File: src/sv/bloom_filter_engine_defines.svh
// Assertion macros shared by the bloom filter engine RTL.
`ifndef BLOOM_FILTER_ENGINE_DEFINES_SVH
`define BLOOM_FILTER_ENGINE_DEFINES_SVH

// The consequent must hold in the same cycle as the antecedent.
`define BFE_ASSERT_SAME(label, ante, cons) \
    label: assert property (@(posedge clk) disable iff (!rst_n) (ante) |-> (cons)) \
        else $error("bloom filter engine: same-cycle check failed");

// The consequent must hold in the cycle after the antecedent.
`define BFE_ASSERT_NEXT(label, ante, cons) \
    label: assert property (@(posedge clk) disable iff (!rst_n) (ante) |=> (cons)) \
        else $error("bloom filter engine: next-cycle check failed");

`endif

File: src/sv/bfe_pkg.sv
// Package with constants, codes, types and helpers of the bloom filter engine.
`default_nettype none
package bfe_pkg;

    localparam int BITMAP_WORDS  = 1024;
    localparam int MAX_HASHES    = 8;
    localparam int MAX_KEY_BYTES = 4096;

    localparam int HASH_W   = 64;
    localparam int CMD_W    = 2;
    localparam int BYTE_W   = 8;
    localparam int NH_W     = 4;
    localparam int FB_W     = 17;
    localparam int COUNT_W  = 17;
    localparam int CFG_IDX_W = 1;
    localparam int CFG_W    = 17;
    localparam int WORD_AW  = (BITMAP_WORDS > 1) ? $clog2(BITMAP_WORDS) : 1;
    localparam int POS_W    = WORD_AW + 6;
    localparam int LANE_W   = (MAX_HASHES > 1) ? $clog2(MAX_HASHES) : 1;
    localparam int LEN_W    = $clog2(MAX_KEY_BYTES + 1);
    localparam int FILTER_CAP = BITMAP_WORDS * 64;

    localparam logic [CMD_W-1:0] CMD_ADD   = 2'd0;
    localparam logic [CMD_W-1:0] CMD_TEST  = 2'd1;
    localparam logic [CMD_W-1:0] CMD_CLEAR = 2'd2;

    localparam logic [CFG_IDX_W-1:0] CFG_NUM_HASHES  = 1'd0;
    localparam logic [CFG_IDX_W-1:0] CFG_FILTER_BITS = 1'd1;

    localparam logic [NH_W-1:0] NH_RESET = 4'd4;
    localparam logic [FB_W-1:0] FB_RESET = 17'd65536;

    localparam logic [HASH_W-1:0] MM_C1   = 64'h87c37b91114253d5;
    localparam logic [HASH_W-1:0] MM_C2   = 64'h4cf5ad432745937f;
    localparam logic [HASH_W-1:0] FMIX_C1 = 64'hff51afd7ed558ccd;
    localparam logic [HASH_W-1:0] FMIX_C2 = 64'hc4ceb9fe1a85ec53;
    localparam logic [HASH_W-1:0] MIX_H1  = 64'h0000000052dce729;
    localparam logic [HASH_W-1:0] MIX_H2  = 64'h0000000038495ab5;

    typedef enum logic [4:0] {
        S_CLR, S_IDLE,
        S_K1A, S_K1B, S_K2A, S_K2B,
        S_LN_A, S_LN_B, S_LN_C, S_LN_D,
        S_FIN_A, S_FIN_B, S_FM1, S_FM2, S_FIN_C,
        S_MOD, S_RD, S_RMW, S_OUT
    } state_t;

    function automatic logic [HASH_W-1:0] rotl64(input logic [HASH_W-1:0] x,
                                                 input int unsigned r);
        return (x << r) | (x >> (HASH_W - r));
    endfunction

    function automatic logic [HASH_W-1:0] xsh33(input logic [HASH_W-1:0] x);
        return x ^ (x >> 33);
    endfunction

endpackage
`default_nettype wire

File: src/sv/bfe_mul64.sv
// Iterative 64 by 64 multiplier giving the low 64 bits, one 32 by 32 product a cycle.
`default_nettype none
module bfe_mul64 (
    input  wire logic                  clk,
    input  wire logic                  rst_n,
    input  wire logic                  go,
    input  wire logic [bfe_pkg::HASH_W-1:0] a,
    input  wire logic [bfe_pkg::HASH_W-1:0] b,
    output logic                       done,
    output logic      [bfe_pkg::HASH_W-1:0] result
);
    import bfe_pkg::*;

    localparam int HALF = HASH_W / 2;

    logic [1:0]        cnt_reg, cnt_next;
    logic [HASH_W-1:0] a_reg, b_reg, acc_reg;
    logic [HALF-1:0]   ma, mb;
    logic [HASH_W-1:0] prod;

    always_comb
    begin
        ma = a_reg[HALF-1:0];
        mb = b_reg[HALF-1:0];
        case (cnt_reg)
            2'd2:    mb = b_reg[HASH_W-1:HALF];
            2'd3:    ma = a_reg[HASH_W-1:HALF];
            default: ;
        endcase
        prod = HASH_W'(ma) * HASH_W'(mb);
    end

    always_comb
    begin
        cnt_next = cnt_reg;
        if (cnt_reg == 2'd0)
        begin
            if (go)
            begin
                cnt_next = 2'd1;
            end
        end
        else
        begin
            cnt_next = cnt_reg + 2'd1;
        end
    end

    assign done   = (cnt_reg == 2'd3);
    assign result = acc_reg + {prod[HALF-1:0], {HALF{1'b0}}};

    always_ff @(posedge clk or negedge rst_n)
    begin
        if (!rst_n)
        begin
            cnt_reg <= 2'd0;
        end
        else
        begin
            cnt_reg <= cnt_next;
        end
    end

    always_ff @(posedge clk)
    begin
        if (cnt_reg == 2'd0 && go)
        begin
            a_reg <= a;
            b_reg <= b;
        end
        else if (cnt_reg == 2'd1)
        begin
            acc_reg <= prod;
        end
        else if (cnt_reg == 2'd2)
        begin
            acc_reg <= acc_reg + {prod[HALF-1:0], {HALF{1'b0}}};
        end
    end

endmodule
`default_nettype wire

File: config.mk
export PLATFORM = sky130hd
export DESIGN_NAME = bfe_mul64
export DESIGN_NICKNAME = d
export VERILOG_FILES = /design/src/sv/bloom_filter_engine_defines.svh /design/src/sv/bfe_pkg.sv /design/src/sv/bfe_mul64.sv
export SDC_FILE = /design/constraint.sdc
export NUM_CORES = 2
export LEC_CHECK = 0
export BUFFER_PORTS_ARGS = -buffer_cell sky130_fd_sc_hd__buf_4
export CAP_MARGIN = 20
export CORE_UTILIZATION = 45
export DETAILED_ROUTE_END_ITERATION = 10
export PLACE_DENSITY_LB_ADDON = 0.25
export SYNTH_ARGS = -nofsm -noshare
export SYNTH_HDL_FRONTEND = slang
export SYNTH_SLANG_ARGS = --single-unit
File: constraint.sdc
create_clock -name clk -period 11.7 [get_ports clk]
set_input_delay 0.585 -clock clk [delete_from_list [all_inputs] [get_ports clk]]
set_output_delay 0.585 -clock clk [all_outputs]
set_load 0.02 [all_outputs]
Word-level counts from Yosys, hierarchy flattened. Cells that the tools add are included.

Register bits after elaboration: 194. Latch bits: 0. RAM bits: 0. ROM bits: 0. Input port bits: 131. Output and inout bits: 65. Logic and storage cells: 22. Memories kept: 0.

$add $sub $neg: 2. $mul: 1. Divide/modulo/power cells: 0. $lt $le $gt $ge: 0. Eq/ne operators: 4. Shift operators: 0. Multiplexer cells: 6. Bitwise logic cells: 1. Reduce and logical (&&, ||, !) cells: 4.

Operators by type and width (number): $mux 64 (2); $add 64x64->64 (1); $mul 32x32->64 (1); $mux 32 (2); $eq 2x2->1 const B (2); $mux 2 (2); $add 2x1->2 const B (1); $eq 2x1->1 const B (1); $logic_not 2->1 (1); $ne 2x2->1 const B (1); $reduce_and 2->1 (1); $reduce_bool 2->1 (1); $logic_and 1x1->1 (1); $not 1->1 (1).

Logic depth before layout (Yosys ltp).
Depth after elaboration: 6. Gate-level depth with buffers: 41. Gate-level depth less buffers: 36.

Least setup slack after synthesis. Ideal clock, no wire load.

Path kind: register to output. Start point: reg cnt_reg[0]. End point: out result[62] in the netlist's numbering. Data arrival time: 9.470 ns. Data required time: 11.115 ns. Path slack: 1.645 ns. Stages on the path, launching flop included: 36. Path buffers: 4. Cells stage by stage: dfrtp_1 > ha_1 > clkbuf_1 > buf_1 > mux2i_1 > clkbuf_1 > nor2_1 > fa_1 > fa_1 > inv_1 > fa_1 > fa_1 > inv_1 > ha_1 > ha_1 > fa_1 > inv_1 > fa_1 > inv_1 > ha_1 > buf_6 > a211oi_2 > nor2_1 > a311oi_2 > nand2_2 > a31oi_1 > xnor2_1 > ha_1 > a21o_1 > a21o_1 > a21oi_1 > o21ai_0 > o211a_1 > o41ai_2 > o21ai_1 > xor2_1.

Longest elaborated chain between the ends: 4. Elaborated cells between the ends (all ways): 6. Those cells by class: add/sub: 1; mul: 1; eq/ne: 2; mux: 2.

RTL lines: start, declared (line bfe_mul64.sv:16) `logic [1:0] cnt_reg, cnt_next;`; start signal, assigned (line bfe_mul64.sv:60) `cnt_reg <= cnt_next;`; $eq 2x2->1; net done (line bfe_mul64.sv:9) `output logic done,`; $mux 32 (line bfe_mul64.sv:25) `case (cnt_reg)`; $mul 32x32->64 (line bfe_mul64.sv:30) `prod = HASH_W'(ma) * HASH_W'(mb);`; $add 64x64->64 (line bfe_mul64.sv:50) `assign result = acc_reg + {prod[HALF-1:0], {HALF{1'b0}}};`; end, declared (line bfe_mul64.sv:10) `output logic [bfe_pkg::HASH_W-1:0] result`.

The timed path passes the listed nets, and every way through them passes these cells.

Final worst setup path.
Start point: reg cnt_reg[0]. End point: out result[63] in the netlist's numbering.

Longest elaborated chain between the ends: 4. Elaborated cells between the ends (all ways): 6. Those cells by class: add/sub: 1; mul: 1; eq/ne: 2; mux: 2.

RTL lines (line): $eq 2x2->1 (bfe_mul64.sv:25); $mux 32 (bfe_mul64.sv:25); $mul 32x32->64 (*) (bfe_mul64.sv:30); $add 64x64->64 (*) (bfe_mul64.sv:50).

Every way passes the cells marked *; elsewhere a longest branch is shown, timed or not.

==> out/qor.yml <==
critical_path:
  cp-start-kind: "flip-flop"
  required_ns: 11.12
  setup.worst_path.end_class: "output port"
  crit_path_max_incr_delay_ns: 0.62
  worstPathArrival_ns: 10.80
  worst-setup-path-type: "reg -> out"
  worstReg2RegStart: "cnt_reg[0]$_DFFE_PN0P_"
  critPathMostFrequentCell: "fa_1"
  startpoint: "cnt_reg[0]$_DFFE_PN0P_"
  cp_slowest_cell: "mux2_2"
  worstRegToRegCells: 33
  worstPathMaxFanout: 18
timing:
  max_freq_ghz: 0.0879
  fin_crit_sh_pct: 97.3
  worstMarginPinSlew_ns: 1.16
  finClkSkew_ns: 0.0322
  finalHoldViolations: 0
  finalSetupViolations: 0
  fin_setup_tns_ns: 0
  drv_slew: 0
  period_needed_ns: 11.38
  maxSlewHeadroom_pct: 20.7
cells_and_area:
  area_growth_pct: 8.49
  drive_above_1_share_pct: 10.3
  nets: 5804
  final_util_pct: 49.3
  final_area_sq_mm: 0.0451
floorplan:
  core_area_sq_mm: 0.0917
  pin_count: 196
  num_rows: 111
  die_w_um: 306
  dieArea_sq_mm: 0.0937
  fp.dieH_um: 306
  start_util_pct: 45.4
global_routing:
  grt_max_degree: 71
  grt_pass1_vias: 32889
  overflow: 0
  track_usage_pct: 29.8
  grt_antenna_before_repair: 4
  grt_pass1_wl_um: 205000
drt:
  drtIter0Drc: 2688
  wl_per_cell_um: 23.8
  finalWirelength_um: 135000
  drtPass1Iterations: 6
  route.detailed.drc: 0
  vias: 31379
  ant_nets: 0
  vias_per_cell: 5.53
placement:
  place_area_sq_mm: 0.0445
  portBuffers: 195
  dp_hpwl_um: 112000
  gp_congestion: 1.00
cts:
  clk_latency_ns: 0.56
  cts_root_buffer: "clkbuf_16"
  cts_tree: "yes"
  cts.sinks: 194
  numCtsBuffers: 17
  cts.clk_slew.worst_paths_ns: 0.09
  htreeDepth: 4
  cts_buffer_depth: 2
hold_path:
  min_from: "a[18]"
  hold_depth: 1
  hp-class: "in -> reg"
synthesis:
  yosysSeqAreaShare_pct: 14.0
  netlist_instances: 4382
  async_reset_ff_share_pct: 1.03
  yosysUniqueCellTypes: 76
  ys_ff_latch: 194
  avgSynthCellArea_sq_um: 9.50
  syn-num-nets: 5711
  syn_area_sq_mm: 0.0416
  ys.flop_type: "edfxtp_1"
  synth-edff-count: 192
  ys_warn_count: 0
run_status:
  status: "complete, no violations"
flow_run:
  maxCapViolations: 0
[final timing paths]
path,to,slack [ns]
max in group asynchronous,cnt_reg[0]$_DFFE_PN0P_,11.19
hold reg to reg,cnt_reg[0]$_DFFE_PN0P_,0.62
setup / recovery,result[63],0.32
hold / removal,a_reg[18]$_DFFE_PP_,0.20
min in group asynchronous,cnt_reg[1]$_DFFE_PN0P_,0.39
setup reg to reg,acc_reg[63]$_DFFE_PP_,1.18
[metal layers]
layer | up-vias | track usage, % | part of all wire (%)
met3 | 241 | 6.62 | 9.2
met1 | 16189 | 39.6 | 40
li1 | 13461 | - | -
met4 | 4 | 12.7 | 4.8
met2 | 1484 | 47.2 | 46
met5 | - | 0 | 0.020
[final cells by class]
cell class / count / area [sq um]
Inverter: 900 / 3380
Fill cell: 8709 / 46500
Antenna cell: 2 / 5.00
Clock inverter: 12 / 143
Multi-Input combinational cell: 3059 / 31600
Timing Repair Buffer: 303 / 2310
Sequential cell: 194 / 5820
Tap cell: 1186 / 1480
Clock buffer: 20 / 437
[worst max-delay path, delay by kind of cell (launching register included)]
kind / cells / cell delay, ns
AND/OR/NAND/NOR: 7 / 1.23
flip-flops: 1 / 0.48
adder cells (fa/ha/maj): 11 / 5.41
AO/OA/AOI/OAI: 5 / 0.85
multiplexers: 1 / 0.62
XOR/XNOR: 2 / 0.81
buffers and inverters: 7 / 0.80
[cell families after synthesis]
kind of cell	share of synthesized area [%]
compound gates	5.36
mux	3.64
flops	14.0
buf+inv	10.5
xor+xnor	1.68
fa+ha+maj	52.2
simple gates	12.6
[placed cells by master, fill, tap and decap left out, types with 15 or more instances in the layout]
master / instances
fa_1: 897
nand4_1: 18
nand2_1: 692
xnor2_1: 54
xor2_1: 26
o21ai_1: 18
buf_4: 299
a21o_1: 47
clkbuf_16: 17
o21bai_1: 17
edfxtp_1: 192
mux2_2: 78
inv_1: 898
nor2_1: 452
mux2i_1: 41
and2_1: 43
ha_1: 298
nor3_1: 18
a21oi_1: 110
nand3_1: 21
mux2i_2: 15
o21ai_0: 48
[synth_stat cells (4+ instances only)]
master	n	share of area (%)
inv_1	898	8.1
fa_1	897	43
nand2_1	692	6.2
nor2_1	452	4.1
ha_1	301	9.0
edfxtp_1	192	14
clkbuf_1	163	1.5
a21oi_1	110	1.3
mux2_2	78	2.1
mux2i_1	62	1.5
xnor2_1	54	1.1
o21ai_0	48	0.58
a21o_1	47	0.85
and2_1	44	0.66
buf_4	32	0.58
xor2_1	26	0.55
nand3_1	21	0.25
buf_1	20	0.18
nand4_1	18	0.27
nor3_1	18	0.22
o21ai_1	18	0.22
o21bai_1	17	0.31
and3_1	12	0.18
buf_2	12	0.14
a211oi_1	11	0.20
a31oi_1	11	0.17
o211ai_1	10	0.18
nand2b_1	9	0.14
o31ai_1	9	0.16
o21a_1	8	0.14
or2_2	7	0.11
a21oi_2	6	0.13
nor2b_1	5	0.075
nor4_1	5	0.075
a21boi_1	4	0.072
o211a_1	4	0.096
or3_1	4	0.060
[what timing repair did]
action	CTS	global route
setup endpoints to repair	0	3
buffers inserted	0	2
hold endpoints to repair	2	0
hold buffers	1	0
resized for setup	0	2
[metrics by stage]
stage	setup slack (ns)	std cells	hold WS, ns
after CTS	0.378	5671	0.180
after floorplan	1.65	4382	0.289
after global routing	-0.0184	5674	0.181
after global placement	1.08	5638	0.407
final	0.320	5676	0.204
after detailed placement	1.01	5638	0.406
Power is left out: the tool's default activity adds up to more than one toggle a clock period on the data nets, which glitch-free logic cannot reach.
