`config.mk`:
```
export PLATFORM = sky130hd
export DESIGN_NAME = bfe_mod
export DESIGN_NICKNAME = d
export VERILOG_FILES = /design/src/sv/bloom_filter_engine_defines.svh /design/src/sv/bfe_pkg.sv /design/src/sv/bfe_mod.sv
export SDC_FILE = /design/constraint.sdc
export NUM_CORES = 1
export LEC_CHECK = 0
export BUFFER_PORTS_ARGS = -buffer_cell sky130_fd_sc_hd__buf_2
export CORE_MARGIN = 2
export CORE_UTILIZATION = 30
export DETAILED_ROUTE_END_ITERATION = 7
export PLACE_DENSITY_LB_ADDON = 0.25
export SETUP_SLACK_MARGIN = 0.15
export SLEW_MARGIN = 20
export SYNTH_ARGS = -nofsm -noshare
export SYNTH_HDL_FRONTEND = slang
export SYNTH_SLANG_ARGS = --single-unit
```
`constraint.sdc`:
```
create_clock -name clk -period 7.3 [get_ports clk]
set_input_delay 0.73 -clock clk [delete_from_list [all_inputs] [get_ports clk]]
set_output_delay 0.73 -clock clk [all_outputs]
set_load 0.01 [all_outputs]
```
`src/sv/bloom_filter_engine_defines.svh`:
```
// Assertion macros shared by the bloom filter engine RTL.
`ifndef BLOOM_FILTER_ENGINE_DEFINES_SVH
`define BLOOM_FILTER_ENGINE_DEFINES_SVH

// The consequent must hold in the same cycle as the antecedent.
`define BFE_ASSERT_SAME(label, ante, cons) \
    label: assert property (@(posedge clk) disable iff (!rst_n) (ante) |-> (cons)) \
        else $error("bloom filter engine: same-cycle check failed");

// The consequent must hold in the cycle after the antecedent.
`define BFE_ASSERT_NEXT(label, ante, cons) \
    label: assert property (@(posedge clk) disable iff (!rst_n) (ante) |=> (cons)) \
        else $error("bloom filter engine: next-cycle check failed");

`endif

```
`src/sv/bfe_pkg.sv`:
```
// Package with constants, codes, types and helpers of the bloom filter engine.
`default_nettype none
package bfe_pkg;

    localparam int BITMAP_WORDS  = 1024;
    localparam int MAX_HASHES    = 8;
    localparam int MAX_KEY_BYTES = 4096;

    localparam int HASH_W   = 64;
    localparam int CMD_W    = 2;
    localparam int BYTE_W   = 8;
    localparam int NH_W     = 4;
    localparam int FB_W     = 17;
    localparam int COUNT_W  = 17;
    localparam int CFG_IDX_W = 1;
    localparam int CFG_W    = 17;
    localparam int WORD_AW  = (BITMAP_WORDS > 1) ? $clog2(BITMAP_WORDS) : 1;
    localparam int POS_W    = WORD_AW + 6;
    localparam int LANE_W   = (MAX_HASHES > 1) ? $clog2(MAX_HASHES) : 1;
    localparam int LEN_W    = $clog2(MAX_KEY_BYTES + 1);
    localparam int FILTER_CAP = BITMAP_WORDS * 64;

    localparam logic [CMD_W-1:0] CMD_ADD   = 2'd0;
    localparam logic [CMD_W-1:0] CMD_TEST  = 2'd1;
    localparam logic [CMD_W-1:0] CMD_CLEAR = 2'd2;

    localparam logic [CFG_IDX_W-1:0] CFG_NUM_HASHES  = 1'd0;
    localparam logic [CFG_IDX_W-1:0] CFG_FILTER_BITS = 1'd1;

    localparam logic [NH_W-1:0] NH_RESET = 4'd4;
    localparam logic [FB_W-1:0] FB_RESET = 17'd65536;

    localparam logic [HASH_W-1:0] MM_C1   = 64'h87c37b91114253d5;
    localparam logic [HASH_W-1:0] MM_C2   = 64'h4cf5ad432745937f;
    localparam logic [HASH_W-1:0] FMIX_C1 = 64'hff51afd7ed558ccd;
    localparam logic [HASH_W-1:0] FMIX_C2 = 64'hc4ceb9fe1a85ec53;
    localparam logic [HASH_W-1:0] MIX_H1  = 64'h0000000052dce729;
    localparam logic [HASH_W-1:0] MIX_H2  = 64'h0000000038495ab5;

    typedef enum logic [4:0] {
        S_CLR, S_IDLE,
        S_K1A, S_K1B, S_K2A, S_K2B,
        S_LN_A, S_LN_B, S_LN_C, S_LN_D,
        S_FIN_A, S_FIN_B, S_FM1, S_FM2, S_FIN_C,
        S_MOD, S_RD, S_RMW, S_OUT
    } state_t;

    function automatic logic [HASH_W-1:0] rotl64(input logic [HASH_W-1:0] x,
                                                 input int unsigned r);
        return (x << r) | (x >> (HASH_W - r));
    endfunction

    function automatic logic [HASH_W-1:0] xsh33(input logic [HASH_W-1:0] x);
        return x ^ (x >> 33);
    endfunction

endpackage
`default_nettype wire

```
`src/sv/bfe_mod.sv`:
```
// Bit-serial remainder unit: 64-bit hash modulo the filter size, one bit a cycle.
`default_nettype none
module bfe_mod (
    input  wire logic                       clk,
    input  wire logic                       rst_n,
    input  wire logic                       go,
    input  wire logic [bfe_pkg::HASH_W-1:0] dividend,
    input  wire logic [bfe_pkg::FB_W-1:0]   divisor,
    output logic                            done,
    output logic      [bfe_pkg::FB_W-1:0]   remainder
);
    import bfe_pkg::*;

    localparam int CNT_W = $clog2(HASH_W + 1);

    logic [CNT_W-1:0]  cnt_reg, cnt_next;
    logic [HASH_W-1:0] q_reg;
    logic [FB_W-1:0]   r_reg, d_reg;
    logic [FB_W:0]     r_shift, r_sub;
    logic [FB_W-1:0]   r_step;

    always_comb
    begin
        r_shift = {r_reg, q_reg[HASH_W-1]};
        r_sub   = r_shift - {1'b0, d_reg};
        r_step  = (r_shift >= {1'b0, d_reg}) ? r_sub[FB_W-1:0] : r_shift[FB_W-1:0];
    end

    always_comb
    begin
        cnt_next = cnt_reg;
        if (cnt_reg == '0)
        begin
            if (go)
            begin
                cnt_next = CNT_W'(1);
            end
        end
        else if (cnt_reg == CNT_W'(HASH_W))
        begin
            cnt_next = '0;
        end
        else
        begin
            cnt_next = cnt_reg + CNT_W'(1);
        end
    end

    assign done      = (cnt_reg == CNT_W'(HASH_W));
    assign remainder = r_step;

    always_ff @(posedge clk or negedge rst_n)
    begin
        if (!rst_n)
        begin
            cnt_reg <= '0;
        end
        else
        begin
            cnt_reg <= cnt_next;
        end
    end

    always_ff @(posedge clk)
    begin
        if (cnt_reg == '0)
        begin
            if (go)
            begin
                q_reg <= dividend;
                r_reg <= '0;
                d_reg <= divisor;
            end
        end
        else
        begin
            q_reg <= {q_reg[HASH_W-2:0], 1'b0};
            r_reg <= r_step;
        end
    end

endmodule
`default_nettype wire

```
Word level (Yosys, flattened, before mapping)
Cells that the tools add are included.

Register bits after elaboration: 105. Input port bits: 84. Output and inout bits: 18. Word-level logic and storage cells: 20.

Add/subtract/negate cells: 2. $lt $le $gt $ge: 1. Eq/ne operators: 2. Muxes and demuxes: 8. Reduce and logical (&&, ||, !) cells: 2.

Operator list (number): $mux 64 (2); $mux 17 (3); $mux 7 (3); $ge 18x17->1 (1); $sub 17x17->17 (1); $add 7x1->7 const B (1); $eq 7x7->1 const B (1); $logic_not 7->1 (1); $ne 2x2->1 const B (1); $reduce_and 2->1 (1).

Logic depth before layout (Yosys ltp)
Gate-level depths: netlist (run 1).

Depth in word-level cells: 3. Gate-level depth with buffers: 12.

Worst setup path after synthesis (run 1)
No wires, ideal clock.

Path type: register -> output. Start: reg q_reg[63]. End: out remainder[16] (netlist name). Data arrival time: 2.457 ns. Slack: 4.113 ns. Stages on the path, launching flop included: 13. Cell sequence: edfxtp_1 -> inv_1 -> ha_1 -> inv_1 -> fa_1 -> a21o_1 -> a221o_2 -> a31oi_4 -> a21oi_4 -> buf_6 -> buf_6 -> o31ai_1 -> o21a_1.

Longest elaborated chain between the ends: 2. Elaborated cells on any way between the ends: 3. Classes of those cells: add/sub: 1; order compare: 1; mux: 1.

RTL lines: start: declaration (RTL line bfe_mod.sv:17) `logic [HASH_W-1:0] q_reg;`; start signal: assignment (RTL line bfe_mod.sv:70) `q_reg <= dividend;`; start signal: assignment (RTL line bfe_mod.sv:77) `q_reg <= {q_reg[HASH_W-2:0], 1'b0};`; $sub 17x17->17 or $ge 18x17->1 (tied branches) (RTL line bfe_mod.sv:25, bfe_mod.sv:26); $mux 17 * (RTL line bfe_mod.sv:26) `r_step = (r_shift >= {1'b0, d_reg}) ? r_sub[FB_W-1:0] : r_shift[FB_W-1:0];`; end: declaration (RTL line bfe_mod.sv:10) `output logic [bfe_pkg::FB_W-1:0] remainder`.

Every way passes the cells marked *; elsewhere a longest branch is shown, timed or not.

Worst setup path in the final report (run 1)
Start: reg r_reg[8]. End: out remainder[1] (netlist name).

Longest elaborated chain between the ends: 2.

RTL lines: start: declaration (RTL line bfe_mod.sv:18) `logic [FB_W-1:0] r_reg, d_reg;`; start signal: assignment (RTL line bfe_mod.sv:78) `r_reg <= r_step;`; $ge 18x17->1 (RTL line bfe_mod.sv:26); $mux 17 (RTL line bfe_mod.sv:26).

No other way between the ends.

==> flow_summary.json, run 1 <==
{
  "critPathMaxFanout": 33,
  "power_density_nw_per_um2": 447,
  "grt_pass1_vias": 4303,
  "synthArstFlopShare_pct": 6.67,
  "grt_overflow": 0,
  "via_per_inst": 4.88,
  "ir_drop_uv": 262,
  "cts_resized": 0,
  "critical_path.slowest_cell": "a21oi_4",
  "cts_buffer_depth": 2,
  "cts_buffers": 9,
  "cts.clk_slew.worst_paths_ps": 70,
  "wirelength_um": 12900,
  "worst_ep_arrival_time_ps": 3170,
  "cts_sinks": 105,
  "nets": 736,
  "die_w_um": 140,
  "clkLatencyLatePin_ps": 350,
  "most-common-layout-cells": "nand2_1, buf_2, edfxtp_1",
  "maxSlewViolCount": 0,
  "syn_avg_cell_area_um2": 10.1,
  "crit_chain": "ha_1 > nand2_1 > o21ai_0 > a31oi_4 > a21oi_4 > mux2_2 > buf_2",
  "crit_required_ps": 6570,
  "min_period_ps": 3900,
  "dp_hpwl_um": 8750,
  "hold_path_class": "in2async",
  "slew_headroom_pct": 37.7,
  "root_buffer": "clkbuf_16",
  "cts_tree": "done",
  "grt_max_degree": 83,
  "yosys_warnings": 0,
  "io_pins": 102,
  "syn2layout_area_growth_pct": 18.1,
  "core_area_um2": 18000,
  "largest_reg_flops": 64,
  "ys_ff_latch": 105,
  "antenna_cells": 0,
  "drc_errors": 0,
  "grt_use_total_pct": 13.6,
  "fillCellCount": 1865,
  "die_y_um": 140,
  "synth_edf_count": 97,
  "postSynthCellCount": 544,
  "clock_skew_ps": 11.9,
  "grt_setup_unrepaired": "no",
  "firstDrtPassIters": 4,
  "end_kind": "output pin",
  "max_stage_delay_ps": 740,
  "report.final.setup_viol": 0,
  "pre_cts_ws_ps": 3810,
  "tns_ps": 0,
  "crit-reg2reg-capture": "r_reg[5]",
  "timing.fmax_ghz": 0.256,
  "reg2reg_from": "r_reg[8]",
  "finalCritPeriodShare_pct": 53.4,
  "dieArea_um2": 19500,
  "hold_buffers": 0,
  "reg2reg_slack_ps": 4220,
  "setup_slack_ps": 3400,
  "antenna_found_initial": 0,
  "path_class": "reg2out",
  "gp_congestion": 0.880,
  "tightest_slew_ps": 934,
  "hold_viol": 0,
  "p_leak_nw": 2.94,
  "p_total_w": 0.00291,
  "ys_seq_area_share_pct": 56.3,
  "port_buffers": 101,
  "initial_core_util_pct": 30.6,
  "cts_setup_buffers": 0,
  "run_status": "complete, no violations",
  "path_buf_inv": 1,
  "ant_nets": 0,
  "final_common_cell": "nand2_1",
  "drive_above_1_share_pct": 22.0,
  "cap_violations": 0,
  "synth_nets": 648,
  "grt_pass1_wl_um": 21300,
  "crit_family": "compound AO/OA/AOI/OAI gates",
  "wire_per_inst_um": 14.9,
  "dr_total_vias": 4223,
  "startpoint_type": "flop",
  "ys.flop_type": "edfxtp_1",
  "synth_cell_types": 48,
  "first_iter_violations": 206,
  "h-tree-depth": 3,
  "syn_area_um2": 5520,
  "rows": 49,
  "reg2reg_depth": 7
}
==> per-layer routing <==
metal	wire, um	GRT usage (%)
met5	0	0
met3	702	3.48
met1	5720	17.1
met4	197	3.89
met2	6320	23.2
==> kinds of logic (layout without fill, tap and decap cells) <==
family / after synthesis / after routing / share of synthesized area [%]
AO/OA/AOI/OAI: 73 / 73 / 8.78
XOR/XNOR: 16 / 16 / 2.54
adder cells (fa/ha/maj): 20 / 20 / 4.67
buffers and inverters: 53 / 146 / 3.95
flip-flops: 105 / 105 / 56.3
multiplexers: 10 / 10 / 2.20
AND/OR/NAND/NOR: 267 / 267 / 21.5
==> worst register-to-register path, delay by kind of cell, from the launching register on <==
| family | cells | cell delay [ps] |
|---|---|---|
| AOI/OAI and AO/OA | 3 | 1250 |
| muxes | 1 | 440 |
| DFF | 1 | 400 |
| and+or+nand+nor | 2 | 280 |
| adders and majority gates | 1 | 470 |
==> cell usage after synthesis, types with 2 or more instances <==
library cell / count / area (um^2)
o31ai_1: 2 / 15.0
and3_1: 5 / 31.3
ha_1: 19 / 238
clkbuf_1: 23 / 86.3
mux2_4: 3 / 45.0
nand2b_1: 5 / 31.3
and2_4: 3 / 26.3
nor2_1: 21 / 78.8
edfxtp_1: 97 / 2910
mux2i_1: 2 / 20.0
and2_1: 9 / 56.3
o211ai_1: 2 / 15.0
mux2_2: 5 / 56.3
o21ai_0: 14 / 70.1
nor3_1: 4 / 20.0
dfrtp_1: 7 / 175
a21o_1: 5 / 37.5
nand2_1: 137 / 514
a21oi_1: 26 / 130
xor2_1: 3 / 26.3
inv_1: 25 / 93.8
or3_1: 4 / 25.0
xnor2_1: 13 / 114
a211oi_1: 8 / 60.1
buf_2: 3 / 15.0
nand3_1: 73 / 365
buf_6: 2 / 22.5
o22ai_1: 2 / 12.5
nand4_1: 2 / 12.5
a21boi_0: 2 / 15.0
==> layout make-up <==
class	count	area (um^2)	share of cell area, %
tap	229	287	4.40
inverter	25	93.8	1.44
clock inverter	6	52.6	0.806
clock buffer	10	229	3.51
sequential	105	3110	47.7
timing repair buffer	105	539	8.28
multi-input combinational	386	2210	33.9
==> report_power, final <==
group          leakage [nW]  switching (W)  internal [W]
clock                 0.136       0.000234      0.000237
combinational          1.65       0.000767      0.000593
sequential             1.15       0.000100      0.000982
==> how the worst max path moves through the flow <==
stage	start	end	slack, ps	cells past startpoint
2_1_floorplan	q_reg[63]	remainder[16]	4110	12
3_3_place_gp	q_reg[63]	remainder[11]	3870	11
3_5_place_dp	r_reg[8]	remainder[3]	3810	7
4_1_cts	r_reg[8]	remainder[3]	3410	7
5_1_grt	r_reg[8]	remainder[2]	3180	8
6_report	r_reg[8]	remainder[1]	3400	7
==> per-stage QoR <==
stage          util [%]  cells  instance area [um^2]  hold WS (ps)
3_3_place_gp       34.6    850                  6230           477
4_1_cts            36.1    866                  6510           182
5_1_grt            36.2    866                  6520           195
6_report           36.2    866                  6520           199
2_1_floorplan         -    544                  5520           434
3_5_place_dp       34.6    850                  6230           495
No activity file was read; power rests on OpenSTA's default activity.
==> inputs of run 2 (changes only) <==
==> constraint.sdc (replaced) <==
create_clock -name clk -period 3.88 [get_ports clk]
set_input_delay 0.388 -clock clk [delete_from_list [all_inputs] [get_ports clk]]
set_output_delay 0.388 -clock clk [all_outputs]
set_load 0.01 [all_outputs]
==> flow_summary.json, run 2 (synthesis gave the netlist of run 1 again) <==
{
  "crit_path_frequent_cell": "inv_1",
  "cts.clk_slew.worst_paths_ps": 80,
  "nets": 739,
  "antenna_cells": 0,
  "run_status": "complete, no violations",
  "p_leak_nw": 2.96,
  "grt_setup_unrepaired": "no",
  "gp_congestion": 0.874,
  "maxSlewViolCount": 0,
  "most-common-layout-cells": "nand2_1, buf_2, edfxtp_1",
  "io_pins": 102,
  "die_w_um": 140,
  "clock_skew_ps": 11.5,
  "clkLatencyLatePin_ps": 360,
  "min_period_ps": 3540,
  "fin_hold_ws_ps": 198,
  "h-tree-depth": 3,
  "cts_sinks": 105,
  "die_y_um": 140,
  "dp_hpwl_um": 9010,
  "root_buffer": "clkbuf_16",
  "syn2layout_area_growth_pct": 19.0,
  "dr_total_vias": 4213,
  "antenna_found_initial": 0,
  "grt_pass1_wl_um": 20900,
  "slew_headroom_pct": 38.5,
  "core_area_um2": 18000,
  "final_common_cell": "nand2_1",
  "startpoint_type": "flop",
  "multi_input_area_um2": 2210,
  "report.final.setup_viol": 0,
  "power_density_nw_per_um2": 848,
  "port_buffers": 101,
  "end_kind": "output pin",
  "grt_pass1_vias": 4252,
  "ant_nets": 0,
  "drive_above_1_share_pct": 22.3,
  "critPathMaxFanout": 33,
  "wire_per_inst_um": 14.7,
  "cts_buffers": 9,
  "grt_use_total_pct": 13.5,
  "grt_max_degree": 72,
  "firstDrtPassIters": 4,
  "worst_ep_arrival_time_ps": 3150,
  "crit_chain": "inv_1 > ha_1 > inv_1 > fa_1 > a21o_1 > a221o_2 > a31oi_4 > a21oi_4 > or2_2 > nand2_1 > buf_2",
  "regArea_um2": 3110,
  "ir_drop_uv": 441,
  "initial_core_util_pct": 30.6,
  "cts_buffer_depth": 2,
  "tns_ps": 0,
  "critical_path.slowest_cell": "a221o_2",
  "tightest_slew_ps": 923,
  "first_iter_violations": 214,
  "hold_path_class": "in2reg",
  "cts_tree": "done",
  "fillCellCount": 1909,
  "grt_overflow": 0,
  "cts_setup_buffers": 0,
  "timing.fmax_ghz": 0.283,
  "drc_errors": 0,
  "dieArea_um2": 19500,
  "crit_required_ps": 3490,
  "wirelength_um": 12800,
  "max_stage_delay_ps": 420,
  "cap_violations": 0,
  "path_class": "reg2out",
  "finalCritPeriodShare_pct": 91.2,
  "largest_reg_flops": 64,
  "hold_viol": 0,
  "via_per_inst": 4.85,
  "rows": 49
}
## run 2: worst max-delay path, delay by kind of cell (launching register included)
kind | cells | cell delay (ps)
AO/OA/AOI/OAI | 4 | 1120
flip-flops | 1 | 400
buffers and inverters | 3 | 260
AND/OR/NAND/NOR | 2 | 450
adder cells (fa/ha/maj) | 2 | 550
## run 2: metal layers
| metal | global-route usage, % | vias to the layer above | share of wire, % |
|---|---|---|---|
| li1 | - | 2103 | - |
| met1 | 17.2 | 1963 | 46 |
| met2 | 22.1 | 127 | 47 |
| met3 | 3.68 | 20 | 5.0 |
| met4 | 4.89 | 0 | 2.0 |
| met5 | 0 | - | 0 |
## run 2: cell type report
type | count | area share (%)
clock buffers | 9 | 3.43
well taps | 229 | 4.37
multi-input cells | 386 | 33.6
repair buffers | 108 | 8.54
inverters | 25 | 1.43
flip-flops and latches | 105 | 47.4
clock inverters | 7 | 1.26
## run 2: repair_timing
| action | 4_1_cts | 5_1_grt |
|---|---|---|
| setup endpoints to repair | 0 | 1 |
| hold buffers | 1 | 0 |
| gates resized for setup | 0 | 0 |
| endpoints found under the hold margin | 7 | 0 |
## run 2: final timing paths
path | startpoint | end | slack (ps) | depth (start not counted)
setup / recovery | q_reg[63] | remainder[11] | 340 | 11
hold / removal | divisor[1] | d_reg[1] | 200 | 1
setup reg to reg | r_reg[8] | r_reg[6] | 850 | 7
hold reg to reg | cnt_reg[4] | cnt_reg[4] | 500 | 1
max in group asynchronous | rst_n | cnt_reg[3] | 3330 | 2
min in group asynchronous | rst_n | cnt_reg[4] | 380 | 2
## run 2: per-stage QoR
stage	total power [W]	utilization [%]	cells	cell area (um^2)	setup slack, ps
after floorplan	0.00392	-	544	5520	909
after global placement	0.00458	34.7	852	6250	780
after detailed placement	0.00463	34.7	852	6250	754
after CTS	0.00563	36.4	869	6560	335
after global routing	0.00599	36.4	869	6560	166
final	0.00557	36.4	869	6560	341
## run 2: power by group
part           switching (W)  internal [W]
combinational        0.00145       0.00112
clock               0.000450      0.000514
sequential          0.000184       0.00185
total                0.00209       0.00348
==> inputs of run 3 (changes only) <==
--- a/config.mk
+++ b/config.mk
@@ -6,8 +6,11 @@
 export NUM_CORES = 1
 export LEC_CHECK = 0
 export BUFFER_PORTS_ARGS = -buffer_cell sky130_fd_sc_hd__buf_2
+export CAP_MARGIN = 0
+export CORE_ASPECT_RATIO = 0.8
 export CORE_MARGIN = 2
 export CORE_UTILIZATION = 30
+export CTS_BUF_LIST = sky130_fd_sc_hd__clkbuf_16
 export DETAILED_ROUTE_END_ITERATION = 7
 export PLACE_DENSITY_LB_ADDON = 0.25
 export SETUP_SLACK_MARGIN = 0.15
==> flow_summary.json, run 3 (synthesis gave the netlist of run 1 again) <==
{
  "tns_ps": 0,
  "fin_hold_ws_ps": 205,
  "via_per_inst": 4.82,
  "rows": 44,
  "cts_sinks": 105,
  "port_buffers": 101,
  "end_kind": "output pin",
  "grt_pass1_vias": 4197,
  "crit_path_frequent_cell": "inv_1",
  "critPathMaxFanout": 16,
  "initial_core_util_pct": 30.6,
  "die_y_um": 125,
  "power_density_nw_per_um2": 846,
  "clkLatencyLatePin_ps": 360,
  "gp_congestion": 0.819,
  "min_period_ps": 3550,
  "ant_nets": 0,
  "ir_drop_uv": 294,
  "startpoint_type": "flop",
  "slew_headroom_pct": 37.5,
  "grt_setup_unrepaired": "no",
  "cts_buffer_depth": 2,
  "cap_violations": 0,
  "max_stage_delay_ps": 420,
  "wire_per_inst_um": 15.1,
  "die_w_um": 156,
  "cts_setup_buffers": 0,
  "root_buffer": "clkbuf_16",
  "h-tree-depth": 3,
  "cts.clk_slew.worst_paths_ps": 80,
  "dr_total_vias": 4197,
  "first_iter_violations": 157,
  "firstDrtPassIters": 4,
  "cts_buffers": 9,
  "nets": 739,
  "tightest_slew_ps": 938,
  "final_common_cell": "nand2_1",
  "grt_use_total_pct": 13.7,
  "timing.fmax_ghz": 0.282,
  "io_pins": 102,
  "dieArea_um2": 19500,
  "report.final.setup_viol": 0,
  "crit_chain": "inv_1 > ha_1 > inv_1 > fa_1 > a21o_1 > a221o_2 > a31oi_4 > a21oi_2 > or2_2 > nand2_1 > buf_2",
  "cts_tree": "done",
  "wirelength_um": 13200,
  "reg2reg_from": "q_reg[63]",
  "worst_ep_arrival_time_ps": 3160,
  "drc_errors": 0,
  "core_area_um2": 18100,
  "crit_start": "q_reg[63]",
  "drive_above_1_share_pct": 22.2,
  "crit_required_ps": 3490,
  "holdCritStartpoint": "divisor[13]",
  "hold_path_class": "in2reg",
  "grt_max_degree": 72,
  "critical_path.slowest_cell": "a221o_2",
  "clock_skew_ps": 11.8,
  "hold_viol": 0,
  "grt_overflow": 0,
  "path_class": "reg2out",
  "dp_hpwl_um": 9000,
  "fillCellCount": 1868,
  "finalCritPeriodShare_pct": 91.5,
  "antenna_found_initial": 1,
  "run_status": "complete, no violations",
  "cts_resized": 0,
  "largest_reg_flops": 64,
  "maxSlewViolCount": 0,
  "grt_pass1_wl_um": 20900,
  "p_leak_nw": 2.95,
  "syn2layout_area_growth_pct": 18.8,
  "most-common-layout-cells": "nand2_1, buf_2, edfxtp_1"
}
## run 3: per-stage QoR
step                std cells  cell area (um^2)  setup WS (ps)  util, %  total power [W]
floorplan                 544              5520            909        -          0.00392
global placement          852              6240            776     34.6          0.00461
detailed placement        852              6240            720     34.6          0.00465
CTS                       869              6540            318     36.2          0.00558
global route              870              6550            163     36.3          0.00598
finish                    871              6550            330     36.3          0.00555
## run 3: report_power, final
group	leakage, nW	switching [W]	internal [W]	total, W
sequential	1.15	0.000180	0.00185	0.00203
combinational	1.66	0.00150	0.00112	0.00262
clock	0.146	0.000449	0.000449	0.000898
## run 3: cell type report
class | instances | area (um^2) | area share, %
clock inverter | 7 | 66.3 | 1.01
tap | 230 | 288 | 4.39
sequential | 105 | 3110 | 47.4
antenna | 1 | 2.50 | 0.0382
clock buffer | 9 | 225 | 3.44
multi-input combinational | 387 | 2220 | 33.8
timing repair buffer | 107 | 553 | 8.44
inverter | 25 | 93.8 | 1.43
## run 3: worst paths after layout
path                                       to  slack (ps)  cells after the start
worst max-delay path            remainder[11]         330                     11
worst min-delay path                d_reg[13]         210                      1
worst max register to register       r_reg[5]         920                     10
worst min register to register     cnt_reg[5]         500                      1
max in group asynchronous          cnt_reg[3]        3330                      2
min in group asynchronous          cnt_reg[6]         400                      2
## run 3: metal layers
| layer | part of all wire (%) | global-route usage [%] |
|---|---|---|
| met3 | 5.3 | 4.09 |
| met4 | 1.2 | 3.51 |
| met1 | 48 | 18.0 |
| met5 | 0 | 0 |
| met2 | 45 | 22.1 |
## run 3: what timing repair did
action / in CTS / in global routing
hold buffers: 1 / 0
hold endpoints to repair: 7 / 0
setup endpoints to repair: 0 / 15
## run 3: worst max-delay path, delay by kind of cell (launching register included)
kind                       cells  cell delay, ps
AOI/OAI and AO/OA              4            1170
adders and majority gates      2             540
buffers and inverters          3             260
DFF                            1             380
and+or+nand+nor                2             440
